### config.mk
export PLATFORM = sky130hd
export DESIGN_NAME = button_debounce_auto_repeat_flat
export DESIGN_NICKNAME = d
export VERILOG_FILES = /design/src/rtl/bdar_pkg.sv /design/src/rtl/bdar_if.sv /design/src/rtl/bdar_core.sv /design/src/rtl/button_debounce_auto_repeat.sv /design/src/flat_wrapper.sv
export VERILOG_INCLUDE_DIRS = /design/src /design/src/rtl
export SDC_FILE = /design/constraint.sdc
export NUM_CORES = 1
export LEC_CHECK = 0
export CAP_MARGIN = 20
export CORE_MARGIN = 2
export CORE_UTILIZATION = 29
export CTS_BUF_LIST = sky130_fd_sc_hd__clkbuf_16
export DETAILED_ROUTE_END_ITERATION = 8
export DONT_BUFFER_PORTS = 1
export PLACE_DENSITY = 0.4
export SLEW_MARGIN = 20
export SYNTH_ARGS = -nofsm -noshare
export SYNTH_HDL_FRONTEND = slang
export SYNTH_SLANG_ARGS = --single-unit
### constraint.sdc
create_clock -name clk -period 3.43 [get_ports clk]
set_input_delay 0 -clock clk [delete_from_list [all_inputs] [get_ports clk]]
set_output_delay 0 -clock clk [all_outputs]
set_load 0.01 [all_outputs]
### src/rtl/button_debounce_auto_repeat_assert.svh
// Assertion macros shared by the button debounce RTL.
`ifndef BUTTON_DEBOUNCE_AUTO_REPEAT_ASSERT_SVH
`define BUTTON_DEBOUNCE_AUTO_REPEAT_ASSERT_SVH

// Same-cycle implication, checked on every rising clock edge out of reset.
`define BDAR_ASSERT_IMPL(label, clk, rst_n, ante, cons) \
    label: assert property (@(posedge clk) disable iff (!rst_n) (ante) |-> (cons)) \
        else $error("assertion failed: same-cycle implication");

// Next-cycle implication, checked on every rising clock edge out of reset.
`define BDAR_ASSERT_NEXT(label, clk, rst_n, ante, cons) \
    label: assert property (@(posedge clk) disable iff (!rst_n) (ante) |=> (cons)) \
        else $error("assertion failed: next-cycle implication");

`endif

### src/rtl/bdar_pkg.sv
// Package with types and constants for the button debounce block.
package bdar_pkg;

    localparam int FILTER_DEPTH_DEFAULT = 4;

    localparam int TICKS_W     = 16;
    localparam int CFG_DATA_W  = 16;
    localparam int CFG_INDEX_W = 2;

    localparam logic [CFG_INDEX_W-1:0] REG_AUTO_REPEAT   = 2'd0;
    localparam logic [CFG_INDEX_W-1:0] REG_PRESSED_LEVEL = 2'd1;
    localparam logic [CFG_INDEX_W-1:0] REG_REPEAT_TICKS  = 2'd2;

    localparam logic [TICKS_W-1:0] REPEAT_TICKS_RESET = 16'd100;

    typedef struct packed {
        logic               auto_repeat;
        logic               pressed_level;
        logic [TICKS_W-1:0] repeat_ticks;
    } cfg_t;

endpackage

### src/rtl/bdar_if.sv
// Valid/ready stream interfaces for pin samples and debounced results.
interface bdar_sample_if;
    logic valid;
    logic ready;
    logic pin_level;

    modport source (output valid, output pin_level, input ready);
    modport sink (input valid, input pin_level, output ready);
endinterface

interface bdar_result_if;
    logic valid;
    logic ready;
    logic press_event;
    logic stable_level;

    modport source (output valid, output press_event, output stable_level, input ready);
    modport sink (input valid, input press_event, input stable_level, output ready);
endinterface

### src/rtl/bdar_core.sv
// Debounce window, committed level and auto-repeat counter.
`include "button_debounce_auto_repeat_assert.svh"

module bdar_core #(
    parameter int FILTER_DEPTH = bdar_pkg::FILTER_DEPTH_DEFAULT
) (
    input  logic            clk,
    input  logic            rst_n,
    input  logic            step,
    input  logic            pin_level,
    input  bdar_pkg::cfg_t  cfg,
    output logic            press_event,
    output logic            stable_level
);

    localparam int WIN_W = FILTER_DEPTH - 1;
    localparam logic [bdar_pkg::TICKS_W-1:0] COUNT_ONE = {{(bdar_pkg::TICKS_W-1){1'b0}}, 1'b1};

    logic [WIN_W-1:0]            window_reg, window_next;
    logic                        committed_reg, committed_next;
    logic [bdar_pkg::TICKS_W-1:0] count_reg, count_next;
    logic                        expired_reg, expired_next;
    logic                        agree;
    logic                        released;
    logic                        expired_tmp;

    // Compute the state after one sample
    always_comb
    begin
        window_next    = {window_reg[WIN_W-2:0], pin_level};
        agree          = (window_next == {WIN_W{1'b0}}) || (window_next == {WIN_W{1'b1}});
        released       = ~cfg.pressed_level;
        committed_next = committed_reg;
        count_next     = count_reg;
        expired_next   = expired_reg;
        expired_tmp    = expired_reg;
        press_event    = 1'b0;
        if (agree)
        begin
            if (committed_reg != pin_level)
            begin
                committed_next = pin_level;
                if (pin_level == cfg.pressed_level)
                begin
                    press_event = 1'b1;
                    if (cfg.auto_repeat)
                    begin
                        count_next   = cfg.repeat_ticks;
                        expired_next = 1'b0;
                    end
                end
            end
            else if (cfg.auto_repeat)
            begin
                // Count down; flag expiry when the count hits zero
                if (count_reg != '0)
                begin
                    count_next = count_reg - COUNT_ONE;
                    if (count_reg == COUNT_ONE)
                    begin
                        expired_tmp = 1'b1;
                    end
                end
                expired_next = expired_tmp;
                if (expired_tmp)
                begin
                    committed_next = released;
                end
            end
        end
        stable_level = committed_next;
    end

    // Advance state on each processed sample
    always_ff @(posedge clk or negedge rst_n)
    begin
        if (!rst_n)
        begin
            window_reg    <= {WIN_W{1'b1}};
            committed_reg <= 1'b1;
            count_reg     <= '0;
            expired_reg   <= 1'b0;
        end
        else if (step)
        begin
            window_reg    <= window_next;
            committed_reg <= committed_next;
            count_reg     <= count_next;
            expired_reg   <= expired_next;
        end
    end

    `BDAR_ASSERT_IMPL(a_event_press, clk, rst_n, step && press_event, stable_level == cfg.pressed_level)
    `BDAR_ASSERT_NEXT(a_tap_freezes_count, clk, rst_n, !cfg.auto_repeat, $stable(count_reg))
    `BDAR_ASSERT_IMPL(a_expiry_from_step, clk, rst_n, $rose(expired_reg), $past(step && cfg.auto_repeat))

endmodule

### src/rtl/button_debounce_auto_repeat.sv
// A transferred sample passes the input register, core logic and result register to the output.
// Throughput: one sample per cycle while the result side is not stalled.
// The input keeps transferring while a result waits, until both registers are full.
// Reset (rst_n low, asynchronous) empties both registers, sets the window and level
// to released, clears the repeat counter and expiry flag, and loads register defaults.
`include "button_debounce_auto_repeat_assert.svh"

module button_debounce_auto_repeat #(
    parameter int FILTER_DEPTH = bdar_pkg::FILTER_DEPTH_DEFAULT
) (
    input  logic                             clk,
    input  logic                             rst_n,
    bdar_sample_if.sink                      samples,
    bdar_result_if.source                    results,
    input  logic                             cfg_wr_en,
    input  logic [bdar_pkg::CFG_INDEX_W-1:0] cfg_index,
    input  logic [bdar_pkg::CFG_DATA_W-1:0]  cfg_wr_data
);

    bdar_pkg::cfg_t cfg_reg;
    logic           in_valid_reg;
    logic           in_pin_reg;
    logic           out_valid_reg;
    logic           out_event_reg;
    logic           out_level_reg;
    logic           advance;
    logic           core_event;
    logic           core_level;

    // Move the input stage on when the result register is free or draining
    assign advance       = !out_valid_reg || results.ready;
    assign samples.ready = !in_valid_reg || advance;

    // Configuration writes
    always_ff @(posedge clk or negedge rst_n)
    begin
        if (!rst_n)
        begin
            cfg_reg.auto_repeat   <= 1'b0;
            cfg_reg.pressed_level <= 1'b0;
            cfg_reg.repeat_ticks  <= bdar_pkg::REPEAT_TICKS_RESET;
        end
        else if (cfg_wr_en)
        begin
            unique case (cfg_index)
                bdar_pkg::REG_AUTO_REPEAT:   cfg_reg.auto_repeat   <= cfg_wr_data[0];
                bdar_pkg::REG_PRESSED_LEVEL: cfg_reg.pressed_level <= cfg_wr_data[0];
                bdar_pkg::REG_REPEAT_TICKS:
                    cfg_reg.repeat_ticks <= cfg_wr_data[bdar_pkg::TICKS_W-1:0];
                default: ;
            endcase
        end
    end

    // Input register: hold the transferred sample
    always_ff @(posedge clk or negedge rst_n)
    begin
        if (!rst_n)
        begin
            in_valid_reg <= 1'b0;
        end
        else if (samples.ready)
        begin
            in_valid_reg <= samples.valid;
        end
    end

    always_ff @(posedge clk)
    begin
        if (samples.valid && samples.ready)
        begin
            in_pin_reg <= samples.pin_level;
        end
    end

    bdar_core #(
        .FILTER_DEPTH (FILTER_DEPTH)
    ) u_core (
        .clk          (clk),
        .rst_n        (rst_n),
        .step         (in_valid_reg && advance),
        .pin_level    (in_pin_reg),
        .cfg          (cfg_reg),
        .press_event  (core_event),
        .stable_level (core_level)
    );

    // Result register
    always_ff @(posedge clk or negedge rst_n)
    begin
        if (!rst_n)
        begin
            out_valid_reg <= 1'b0;
        end
        else if (advance)
        begin
            out_valid_reg <= in_valid_reg;
        end
    end

    always_ff @(posedge clk)
    begin
        if (advance && in_valid_reg)
        begin
            out_event_reg <= core_event;
            out_level_reg <= core_level;
        end
    end

    assign results.valid        = out_valid_reg;
    assign results.press_event  = out_event_reg;
    assign results.stable_level = out_level_reg;

    `BDAR_ASSERT_NEXT(a_in_hold, clk, rst_n, in_valid_reg && !advance, in_valid_reg)
    `BDAR_ASSERT_NEXT(a_in_capture, clk, rst_n, samples.valid && samples.ready, in_valid_reg)
    `BDAR_ASSERT_NEXT(a_out_hold, clk, rst_n, results.valid && !results.ready, results.valid)

endmodule

### src/flat_wrapper.sv
// flat-port wrapper written by rule: the top's interface ports become plain ports
module button_debounce_auto_repeat_flat 
#(
    parameter int FILTER_DEPTH = bdar_pkg::FILTER_DEPTH_DEFAULT
)
  (clk, rst_n, cfg_wr_en, cfg_index, cfg_wr_data, samples_valid, samples_pin_level, samples_ready, results_valid, results_press_event, results_stable_level, results_ready);
  bdar_sample_if samples_i ();
  bdar_result_if results_i ();
  input  logic clk;
  input  logic rst_n;
  input  logic cfg_wr_en;
  input  logic [bdar_pkg::CFG_INDEX_W-1:0] cfg_index;
  input  logic [bdar_pkg::CFG_DATA_W-1:0] cfg_wr_data;
  input wire logic [$bits(samples_i.valid)-1:0] samples_valid;
  input wire logic [$bits(samples_i.pin_level)-1:0] samples_pin_level;
  output wire logic [$bits(samples_i.ready)-1:0] samples_ready;
  output wire logic [$bits(results_i.valid)-1:0] results_valid;
  output wire logic [$bits(results_i.press_event)-1:0] results_press_event;
  output wire logic [$bits(results_i.stable_level)-1:0] results_stable_level;
  input wire logic [$bits(results_i.ready)-1:0] results_ready;
  assign samples_i.valid = samples_valid;
  assign samples_i.pin_level = samples_pin_level;
  assign samples_ready = samples_i.ready;
  assign results_valid = results_i.valid;
  assign results_press_event = results_i.press_event;
  assign results_stable_level = results_i.stable_level;
  assign results_i.ready = results_ready;
  button_debounce_auto_repeat #(.FILTER_DEPTH(FILTER_DEPTH)) u_core (.clk(clk), .rst_n(rst_n), .samples(samples_i), .results(results_i), .cfg_wr_en(cfg_wr_en), .cfg_index(cfg_index), .cfg_wr_data(cfg_wr_data));
endmodule
[After elaboration in Yosys (flattened, before gate mapping)]
Index checks and enable logic that the tools add are counted.
Operators by class
  add/subtract/negate cells: 1
  multipliers: 0
  div/mod/pow operators: 0
  order comparisons: 0
  eq/ne operators: 8
  shifts and indexed selects: 0
  mux-type cells: 19
  bitwise operators: 1
  reduce and logical (&&, ||, !) cells: 18
Operator list (number)
  two-way mux 16 bit: 5
  equality test 16 x 1 -> 1 bit, second input constant: 1
  nonzero test 16 bit: 1
  subtractor 16 x 1 -> 16 bit, second input constant: 1
  two-way mux 1 bit: 14
  AND reduction 2 bit: 4
  AND reduction 6 bit: 1
  AND reduction 5 bit: 1
  != test 2 x 1 -> 1 bit, second input constant: 2
  nonzero test 2 bit: 2
  equality test 3 bit, second input constant: 1
  logical NOT 3 bit: 1
  logical OR 1 bit: 3
  equality test 2 x 1 -> 1 bit, second input constant: 1
  equality test 2 bit, second input constant: 1
  logical AND 1 bit: 2
  logical NOT 1 bit: 2
  logical NOT 2 bit: 1
  equality test 1 bit: 1
  != test 1 bit: 1
  NOT 1 bit: 1
Storage, ports and cells
  register bits: 43
  latch bits: 0
  memory bits (writable): 0
  memory bits (read-only): 0
  bits of input ports: 24
  output and inout port bits: 4
  logic and storage cells: 59
  memories kept: 0

[Depth between registers and ports, before layout]
Gate-level depths: netlist of run 1.
  depth in word-level cells: 10
  gate-level depth with buffers: 7
  gate-level depth less buffers: 7

[Cells and area by module]
From an unflattened synthesis of run 1, not the netlist that was laid out.
Unflattened totals
  cell total of the unflattened synthesis: 217
  area total of the unflattened synthesis: 2358.5 sq um
Modules (own cells, without submodules)
  bdar_core: instances 1, cells an instance 166, area each 1438.9 sq um
  button_debounce_auto_repeat: instances 1, cells an instance 51, area each 919.6 sq um

[Worst setup path after synthesis of run 1]
No wires, ideal clock.
  path type: register to register
  start point: register u_core.u_core.count_reg[0] in the netlist's numbering
  end point: register u_core.u_core.count_reg[8] in the netlist's numbering
  setup time: 79 ps
  data arrival time: 1711 ps
  data required time: 3351 ps
  setup slack: 1640 ps
  cell stages (with the launch flop): 8
  buffers on the path: 0
  clock period less this slack: 1790 ps
  cells stage by stage: dfrtp_1 > inv_1 > ha_1 > nor3b_2 > nand2_1 > or3_1 > a21oi_1 > a2bb2oi_1
On the way
  longest elaborated chain between the ends: 4
  elaborated cells on any way between the ends: 7
  those cells by class: 1 x add/sub; 3 x mux; 3 x reduce/logical
Ends and longest elaborated chain
  start: declaration: line bdar_core.sv:21  | logic [bdar_pkg::TICKS_W-1:0] count_reg, count_next;
  start signal: assignment: line bdar_core.sv:88  | count_reg <= count_next;
  subtractor 16 x 1 -> 16 bit: line bdar_core.sv:58  | count_next = count_reg - COUNT_ONE;
  two-way mux 16 bit: line bdar_core.sv:56  | if (count_reg != '0)
  two-way mux 16 bit: line bdar_core.sv:53  | else if (cfg.auto_repeat)
  two-way mux 16 bit: line bdar_core.sv:40  | if (committed_reg != pin_level)
Parallel ways exist; a longest one is shown, timed or not. The select of a mux whose other input is x is not followed.
A chain may end at the register's enable or synchronous reset.

[Worst setup path after layout of run 1]
  start point: register u_core.u_core.committed_reg
  end point: register u_core.u_core.count_reg[10] in the netlist's numbering
On the way
  longest elaborated chain between the ends: 3
  elaborated cells on any way between the ends: 6
  those cells by class: 2 x eq/ne; 1 x mux; 3 x reduce/logical
Ends and longest elaborated chain
  start: declaration: line bdar_core.sv:20  | logic committed_reg, committed_next;
  start signal: assignment: line bdar_core.sv:87  | committed_reg <= committed_next;
  != test 1 bit *: line bdar_core.sv:40
  != test 2 x 1 -> 1 bit (no line) / nonzero test 2 bit (equally long branches)
  AND reduction 6 bit (no line)
Mark *: on every way between the ends. The rest lies on a longest branch, timed or not.

==> metrics.sh, run 1 <==
WL_PER_INSTANCE_UM=15.3
YS.FLOP_TYPE='sky130_fd_sc_hd__dfrtp_1'
USE_MET2_PCT=20.5
CORE-AREA_UM2=7730
CRITPATHKIND='register to register'
NETLIST_INSTANCES=213
POSTLAYOUTCELLAREA_UM2=2790
GPL.FINAL_WEIGHTED_CONGESTION=0.700
DRT-PASS1-ITER-COUNT=4
TOP_LEVEL_PORTS=28
CRITICAL_PATH.REG2REG.STARTPOINT='u_core.u_core.committed_reg'
SYNTH_CELL_AREA_UM2=2300
HOLDCRITPATHCLASS='input pin to register'
GRT_REMAINING_OVERFLOW=0
HOLD-WORST-SLACK_NS=0.0306
DIE-AREA_UM2=8680
NETLIST-CELL-TYPE-COUNT=52
POWERDENSITY_nW_PER_UM2=688
SHARE_OF_POST_ROUTE_CELLS_WITH_DRIVE_STRENGTH_ABOVE_1_PCT=21.5
POWER.STATIC_LEAKAGE_uW=0.00108
CLOCK_PATH_BUFFERS=2
CLKLATENCYLATEPIN_NS=0.29
PATH_MAX_FANOUT=32
CRIT_CHAIN='xnor2_2 > buf_4 > nand3_1 > o2111ai_2 > a21oi_1 > o22a_1'
CTS.HOLD.BUFFERS_ADDED=24
DETAIL_ROUTE_ANTENNA_NETS=0
TRITONCTS='built'
CELL_TYPE_OF_THE_SLOWEST_STAGE_ON_THE_WORST_TIMING_PATH='sky130_fd_sc_hd__dfstp_2'
GRT.BUSIEST_LAYER='met2'
AREA.GROWTH.SYNTH_TO_FINAL_PCT=20.9
ROOT_BUFFER='sky130_fd_sc_hd__clkbuf_16'
GR-USAGE-MET1_PCT=17.7
INITIAL_CORE_UTIL_PCT=29.8
WL_MM=5.18
ANTENNA_FOUND_INITIAL=0
PERIOD_NEEDED_NS=2.30
SLEW_HEADROOM_PCT=37.2
CTS.HTREE.LEVELS=2
IO_BUFFERS=0
FINALSETUPVIOLATIONS=0
RSZ0062_AT_GRT='false'
ROUTE.VIAS.TOTAL=1703
ROWS=32
DETAILED_PLACE.AREA_UM2=2400
POSTCTSRESIZEDCELLS=0
GRT_PASS1_WL_MM=8.80
TRACK_USAGE_PCT=12.9
CRITICAL-PATH-MAX-STAGE-DELAY_NS=0.65
SLEW_VIOLATIONS=0
IRDROPWORSTVDD_mV=0.266
NUMCTSBUFFERS=5
TOTAL_POWER_uW=1920
POSTSYNTHAREAPERCELL_UM2=10.8
SETUP_TOTAL_NEGATIVE_SLACK_NS=0
GRT_MAX_DEGREE=41
POST_SYNTH_EDFFS=3
DIEHEIGHT_UM=93.1
BEGINNING_OF_THE_WORST_HOLD_PATH='cfg_index[0]'
DRC=0
DETAILED_PLACE_HPWL_MM=3.37
ENDPOINT_KIND='register'
SYNTH.FF_LATCH_COUNT=43
FIRST_GLOBAL_VIAS=1764
VIA_PER_INST=5.02
CTS_SINKS=43
CTS.CLK_SLEW.WORST_PATHS_NS=0.06
SYNTH_FP_NETS=240
POST_CTS_BUFFERS=0
CRITPATHREQUIREDTIME_NS=3.60
MAX-CAP-VIOLATIONS=0
DIE_W_UM=93.1
SYNTH.YOSYS.SEQ_AREA_SHARE_PCT=47.7
FINAL_COMMON_CELL='sky130_fd_sc_hd__dfrtp_1'
SYNTHARSTFLOPSHARE_PCT=93.0
FINAL.PERIOD_UTILIZATION_PCT=66.9
GROUTE.LAYER.MET3.USAGE_PCT=2.90
MOST-COMMON-LAYOUT-CELLS='sky130_fd_sc_hd__dfrtp_1 (34), sky130_fd_sc_hd__dlygate4sd3_1 (23), sky130_fd_sc_hd__mux2_2 (21)'
HOLD_VIOLATION_COUNT_IN_THE_FINAL_REPORT=0
SIGNAL_ARRIVAL_TIME_AT_THE_WORST_ENDPOINT_NS=2.47
FINAL_NET_COUNT=263
N_ANTENNA_CELL=0
SYNTH-WARNING-COUNT=0
MAX_REG_FLOPS=18
FILLER_CELL_COUNT=772
WORST_SLEW_PIN_SLEW_NS=0.939
INITIALDRTVIOLATIONCOUNT=48
TIMING.CRITICAL_PATH.FROM='u_core.u_core.committed_reg'
TIMING.FMAX_MHz=435
CRITPATHLAUNCHTYPE='register'
RUN_STATUS='complete, no violations'
WORST_CLOCK_SKEW_NS=0.00508
## through the flow
step	util [%]	cells	worst slack, ns
2_1_floorplan	-	213	1.64
3_3_place_gp	31.0	307	1.17
3_5_place_dp	31.0	307	1.12
4_1_cts	36.1	339	1.11
5_1_grt	36.1	339	0.937
6_report	36.1	339	1.13
## path summary, 6_finish.rpt
kind	endpoint	slack, ns	cells past startpoint
max	u_core.u_core.count_reg[10]	1.13	6
min	u_core.cfg_reg[16]	0.03	3
max reg2reg	u_core.u_core.count_reg[10]	1.13	6
min reg2reg	u_core.u_core.expired_reg	0.50	1
max in group asynchronous	u_core.cfg_reg[6]	2.96	2
min in group asynchronous	u_core.u_core.count_reg[5]	0.20	2
## cells in the mapped netlist, types with 2 or more instances
| cell | n | share of area [%] |
|---|---|---|
| sky130_fd_sc_hd__a21oi_1 | 16 | 3.5 |
| sky130_fd_sc_hd__a2bb2oi_1 | 2 | 0.76 |
| sky130_fd_sc_hd__a31oi_1 | 2 | 0.54 |
| sky130_fd_sc_hd__and3_1 | 3 | 0.81 |
| sky130_fd_sc_hd__buf_2 | 3 | 0.65 |
| sky130_fd_sc_hd__clkbuf_1 | 4 | 0.65 |
| sky130_fd_sc_hd__dfrtp_1 | 34 | 37 |
| sky130_fd_sc_hd__dfstp_2 | 6 | 6.8 |
| sky130_fd_sc_hd__edfxtp_1 | 3 | 3.9 |
| sky130_fd_sc_hd__ha_1 | 3 | 1.6 |
| sky130_fd_sc_hd__inv_1 | 6 | 0.98 |
| sky130_fd_sc_hd__mux2_2 | 21 | 10 |
| sky130_fd_sc_hd__mux2i_1 | 4 | 1.7 |
| sky130_fd_sc_hd__nand2_1 | 15 | 2.4 |
| sky130_fd_sc_hd__nand2b_1 | 5 | 1.4 |
| sky130_fd_sc_hd__nand3_1 | 4 | 0.87 |
| sky130_fd_sc_hd__nand3_2 | 2 | 0.87 |
| sky130_fd_sc_hd__nand3b_1 | 2 | 0.65 |
| sky130_fd_sc_hd__nand4_1 | 4 | 1.1 |
| sky130_fd_sc_hd__nor2_1 | 12 | 2.0 |
| sky130_fd_sc_hd__nor3_1 | 5 | 1.1 |
| sky130_fd_sc_hd__nor3b_1 | 4 | 1.3 |
| sky130_fd_sc_hd__nor4_4 | 2 | 1.8 |
| sky130_fd_sc_hd__o21a_1 | 2 | 0.65 |
| sky130_fd_sc_hd__o21ai_0 | 8 | 1.7 |
| sky130_fd_sc_hd__o21ai_1 | 7 | 1.5 |
| sky130_fd_sc_hd__o22a_1 | 3 | 1.1 |
| sky130_fd_sc_hd__o22ai_1 | 6 | 1.6 |
| sky130_fd_sc_hd__o32ai_1 | 2 | 0.76 |
## cell families (layout without fill, tap and decap cells)
logic type,count (synthesis),in the layout,synth area share [%]
AND/OR/NAND/NOR,67,67,17.9
flip-flops,43,43,47.7
adder cells (fa/ha/maj),3,3,1.63
multiplexers,25,25,12.0
XOR/XNOR,1,1,0.380
AO/OA/AOI/OAI,59,59,17.4
buffers and inverters,15,39,3.09
## report_power, final
group | switching (uW) | internal [uW] | total [uW]
sequential | 194 | 675 | 869
clock | 197 | 264 | 461
combinational | 310 | 276 | 586
total | 701 | 1210 | 1920
## cell type report
cell class / instances / area [um2] / share of cell area [%]
Inverter: 6 / 22.5 / 0.808
Clock buffer: 5 / 125 / 4.49
Sequential cell: 43 / 1100 / 39.4
Timing Repair Buffer: 25 / 258 / 9.25
Clock inverter: 3 / 12.5 / 0.449
Tap cell: 102 / 128 / 4.58
Multi-Input combinational cell: 155 / 1140 / 41.0
## critical path, delay by kind of cell (launching register included)
family / cells / cell delay (ns)
XOR/XNOR: 1 / 0.13
buffers and inverters: 1 / 0.33
flip-flops: 1 / 0.65
AND/OR/NAND/NOR: 1 / 0.17
AO/OA/AOI/OAI: 3 / 0.90
## layer usage
layer,wire length (um),vias to the layer above
li1,-,842
met1,2670,827
met2,2290,27
met4,68,0
met3,150,7
met5,0,-
(Power assumes the default switching activity.)
==> run 2, diff against run 1 <==
==> constraint.sdc (replaced) <==
create_clock -name clk -period 2.3 [get_ports clk]
set_input_delay 0 -clock clk [delete_from_list [all_inputs] [get_ports clk]]
set_output_delay 0 -clock clk [all_outputs]
set_load 0.01 [all_outputs]
==> run 2 against run 1 <==
Against the previous run:
- first-iteration DRC count is 48% higher
- largest cell class unchanged
- largest power group unchanged
- routed wire length up 0.52%
- combinational power rose by 58%
- cell count up 1.8%
- worst hold slack about the same
- design area increased by 2.0%
- clock power is 50% higher
- register-to-register slack got worse by 0.88 ns
- maximum frequency rose by 12%
- critical endpoint is now u_core.u_core.count_reg[8]
==> metrics.sh, run 2 (synthesis gave the netlist of run 1 again) <==
REG2REG_SLACK_NS=0.26  # was 1.13 ns
CORE_UTILIZATION_OF_THE_FINISHED_LAYOUT_PCT=36.8  # was 36.1%
CLKLATENCYLATEPIN_NS=0.29  # about the same
CRITPATHREQUIREDTIME_NS=2.52  # was 3.60 ns
IRDROPWORSTVDD_mV=0.370  # was 0.266 mV
FIRST_GLOBAL_VIAS=1754  # was 1,764
SETUP_WS_NS=0.256  # was 1.13 ns
TRACK_USAGE_PCT=13.1  # was 12.9%
INITIAL_CORE_UTIL_PCT=29.8  # unchanged
DIE-AREA_UM2=8680  # unchanged
ANTENNA_FOUND_INITIAL=0  # unchanged
DRT-PASS1-ITER-COUNT=4  # unchanged
SLEW_HEADROOM_PCT=64.3  # was 37.2%
SHARE_OF_POST_ROUTE_CELLS_WITH_DRIVE_STRENGTH_ABOVE_1_PCT=23.0  # was 21.5%
ROUTE.VIAS.TOTAL=1751  # was 1,703
CTS_SINKS=43  # unchanged
TIMING.HOLD.WORST_ENDPOINT='u_core.cfg_reg[16]'  # unchanged
HOLD-WORST-SLACK_NS=0.0310  # was 0.0306 ns
CORE-AREA_UM2=7730  # unchanged
GRT_PASS1_WL_MM=8.85  # was 8.80 mm
GPL.FINAL_WEIGHTED_CONGESTION=0.690  # was 0.700
AREA.GROWTH.SYNTH_TO_FINAL_PCT=23.3  # was 20.9%
HOLD_VIOLATION_COUNT_IN_THE_FINAL_REPORT=0  # unchanged
GRT_MAX_DEGREE=41  # unchanged
DIE_W_UM=93.1  # unchanged
DRC=0  # unchanged
CRITPATHKIND='register to register'  # unchanged
GRT_REMAINING_OVERFLOW=0  # unchanged
WORST-R2R-CELL-COUNT=7  # was 6
FINALSETUPVIOLATIONS=0  # unchanged
WL_PER_INSTANCE_UM=15.1  # was 15.3 um
STDCELL_COUNT=345  # was 339
TRITONCTS='built'  # unchanged
TOP_LEVEL_PORTS=28  # unchanged
FILLER_CELL_COUNT=798  # was 772
MOST-COMMON-LAYOUT-CELLS='sky130_fd_sc_hd__dfrtp_1 (34), sky130_fd_sc_hd__dlygate4sd3_1 (24), sky130_fd_sc_hd__mux2_2 (21)'  # was sky130_fd_sc_hd__dfrtp_1 (34), sky130_fd_sc_hd__dlygate4sd3_1 (23), sky130_fd_sc_hd__mux2_2 (21)
INITIALDRTVIOLATIONCOUNT=71  # was 48
RSZ0062_AT_GRT='false'  # unchanged
MAX-CAP-VIOLATIONS=0  # unchanged
N_ANTENNA_CELL=0  # unchanged
CLOCK_PATH_BUFFERS=2  # unchanged
REGTOREGENDPOINT='u_core.u_core.count_reg[8]'  # was u_core.u_core.count_reg[10]
CRITPATHLAUNCHTYPE='register'  # unchanged
DETAIL_ROUTE_ANTENNA_NETS=0  # unchanged
RUN_STATUS='complete, no violations'  # unchanged
HOLD-PATH-CELL-COUNT=3  # unchanged
SLEW_VIOLATIONS=0  # unchanged
CTS.HTREE.LEVELS=2  # unchanged
TIMING.FMAX_MHz=489  # was 435 MHz
SIGNAL_ARRIVAL_TIME_AT_THE_WORST_ENDPOINT_NS=2.26  # was 2.47 ns
MAX_REG_FLOPS=18  # unchanged
ROWS=32  # unchanged
CTS.CLK_SLEW.WORST_PATHS_NS=0.07  # was 0.06 ns
FINAL.PERIOD_UTILIZATION_PCT=88.8  # was 66.9%
IO_BUFFERS=0  # unchanged
PORTION_OF_TOTAL_POWER_ATTRIBUTED_TO_COMBINATIONAL_LOGIC_PCT=31.6  # was 30.6%
WL_MM=5.20  # was 5.18 mm
POWERDENSITY_nW_PER_UM2=1030  # was 688 nW/um2
ENDPOINT_KIND='register'  # unchanged
DPL_WORST_SLACK_NS=0.246  # was 1.12 ns
POSTCTSRESIZEDCELLS=0  # unchanged
DETAILED_PLACE_HPWL_MM=3.45  # was 3.37 mm
INTERNAL-POWER_uW=1850  # was 1210 uW
ROOT_BUFFER='sky130_fd_sc_hd__clkbuf_16'  # unchanged
FINAL_COMMON_CELL='sky130_fd_sc_hd__dfrtp_1'  # unchanged
NUMCTSBUFFERS=5  # unchanged
PERIOD_NEEDED_NS=2.04  # was 2.30 ns
HOLDCRITPATHCLASS='input pin to register'  # unchanged
BEGINNING_OF_THE_WORST_HOLD_PATH='cfg_index[0]'  # unchanged
PLACED_CELLS=312  # was 307
FINAL_NET_COUNT=269  # was 263
WORST_CLOCK_SKEW_NS=0.00993  # was 0.00508 ns
DIEHEIGHT_UM=93.1  # unchanged
CRITICAL_PATH.REG2REG.STARTPOINT='u_core.u_core.count_reg[0]'  # was u_core.u_core.committed_reg
REGISTER_SHARE_OF_TOTAL_POWER_PCT=44.7  # was 45.3%
POWER.SWITCHING_uW=1070  # was 701 uW
POWER.STATIC_LEAKAGE_uW=0.00111  # was 0.00108 uW
WORST_SLEW_PIN_SLEW_NS=0.534  # was 0.939 ns
SETUP_TOTAL_NEGATIVE_SLACK_NS=0  # unchanged
CLOCK_POWER_SHARE_PCT=23.7  # was 24.1%
VIA_PER_INST=5.08  # was 5.02
FRACTION_OF_POWER_SPENT_SWITCHING_NETS_PCT=36.7  # was 36.6%
PATH_MAX_FANOUT=5  # was 32
## run 2: layout make-up
cell class	instances	area (um2)	area share, %
repair buffers	31	313	11.0
multi-input cells	155	1140	40.2
flip-flops and latches	43	1100	38.6
inverters	6	22.5	0.792
clock buffers	5	125	4.40
clock inverters	3	13.8	0.484
well taps	102	128	4.49
## run 2: through the flow
stage          total power, uW  cell area [um2]
2_1_floorplan             1950             2300
3_3_place_gp              2200             2440
3_5_place_dp              2190             2440
4_1_cts                   2960             2840
5_1_grt                   3160             2840
6_report                  2920             2840
## run 2: worst max-delay path by stage
stage | from | end | cells after the start
3_5_place_dp | u_core.u_core.count_reg[0] | u_core.u_core.count_reg[8] | 7
6_report | u_core.u_core.count_reg[0] | u_core.u_core.count_reg[8] | 7
2_1_floorplan | u_core.u_core.count_reg[0] | u_core.u_core.count_reg[8] | 7
5_1_grt | u_core.u_core.count_reg[0] | u_core.u_core.count_reg[14] | 7
3_3_place_gp | u_core.u_core.count_reg[0] | u_core.u_core.count_reg[8] | 7
4_1_cts | u_core.u_core.count_reg[0] | u_core.u_core.count_reg[8] | 7
## run 2: worst max-delay path, stage by stage, from the launching register on
cell	delay (ns)
sky130_fd_sc_hd__dfrtp_1	0.43
sky130_fd_sc_hd__inv_1	0.16
sky130_fd_sc_hd__ha_1	0.20
sky130_fd_sc_hd__nor3b_2	0.32
sky130_fd_sc_hd__nand2_1	0.19
sky130_fd_sc_hd__or3_1	0.36
sky130_fd_sc_hd__a21oi_1	0.16
sky130_fd_sc_hd__a2bb2oi_1	0.16
## run 2: what timing repair did
item / 4_1_cts / 5_1_grt
hold buffers: 25 / 0
hold endpoints to repair: 62 / 0
setup buffers: 0 / 0
## run 2: layer usage
layer	vias up	track usage, %	wire length (um)
li1	857	-	-
met1	851	17.9	2500
met2	36	20.7	2420
met3	7	3.22	216
met4	0	4.04	66
met5	-	0	0
## run 2: power by group through the flow
| stage | registers, uW | logic (uW) | clock network, uW |
|---|---|---|---|
| final | 1300 | 923 | 693 |
| after CTS | 1300 | 938 | 720 |
| after global placement | 1320 | 881 | 0 |
| after floorplan | 1230 | 722 | 0 |
| after detailed placement | 1320 | 879 | 0 |
| after global routing | 1350 | 1050 | 757 |
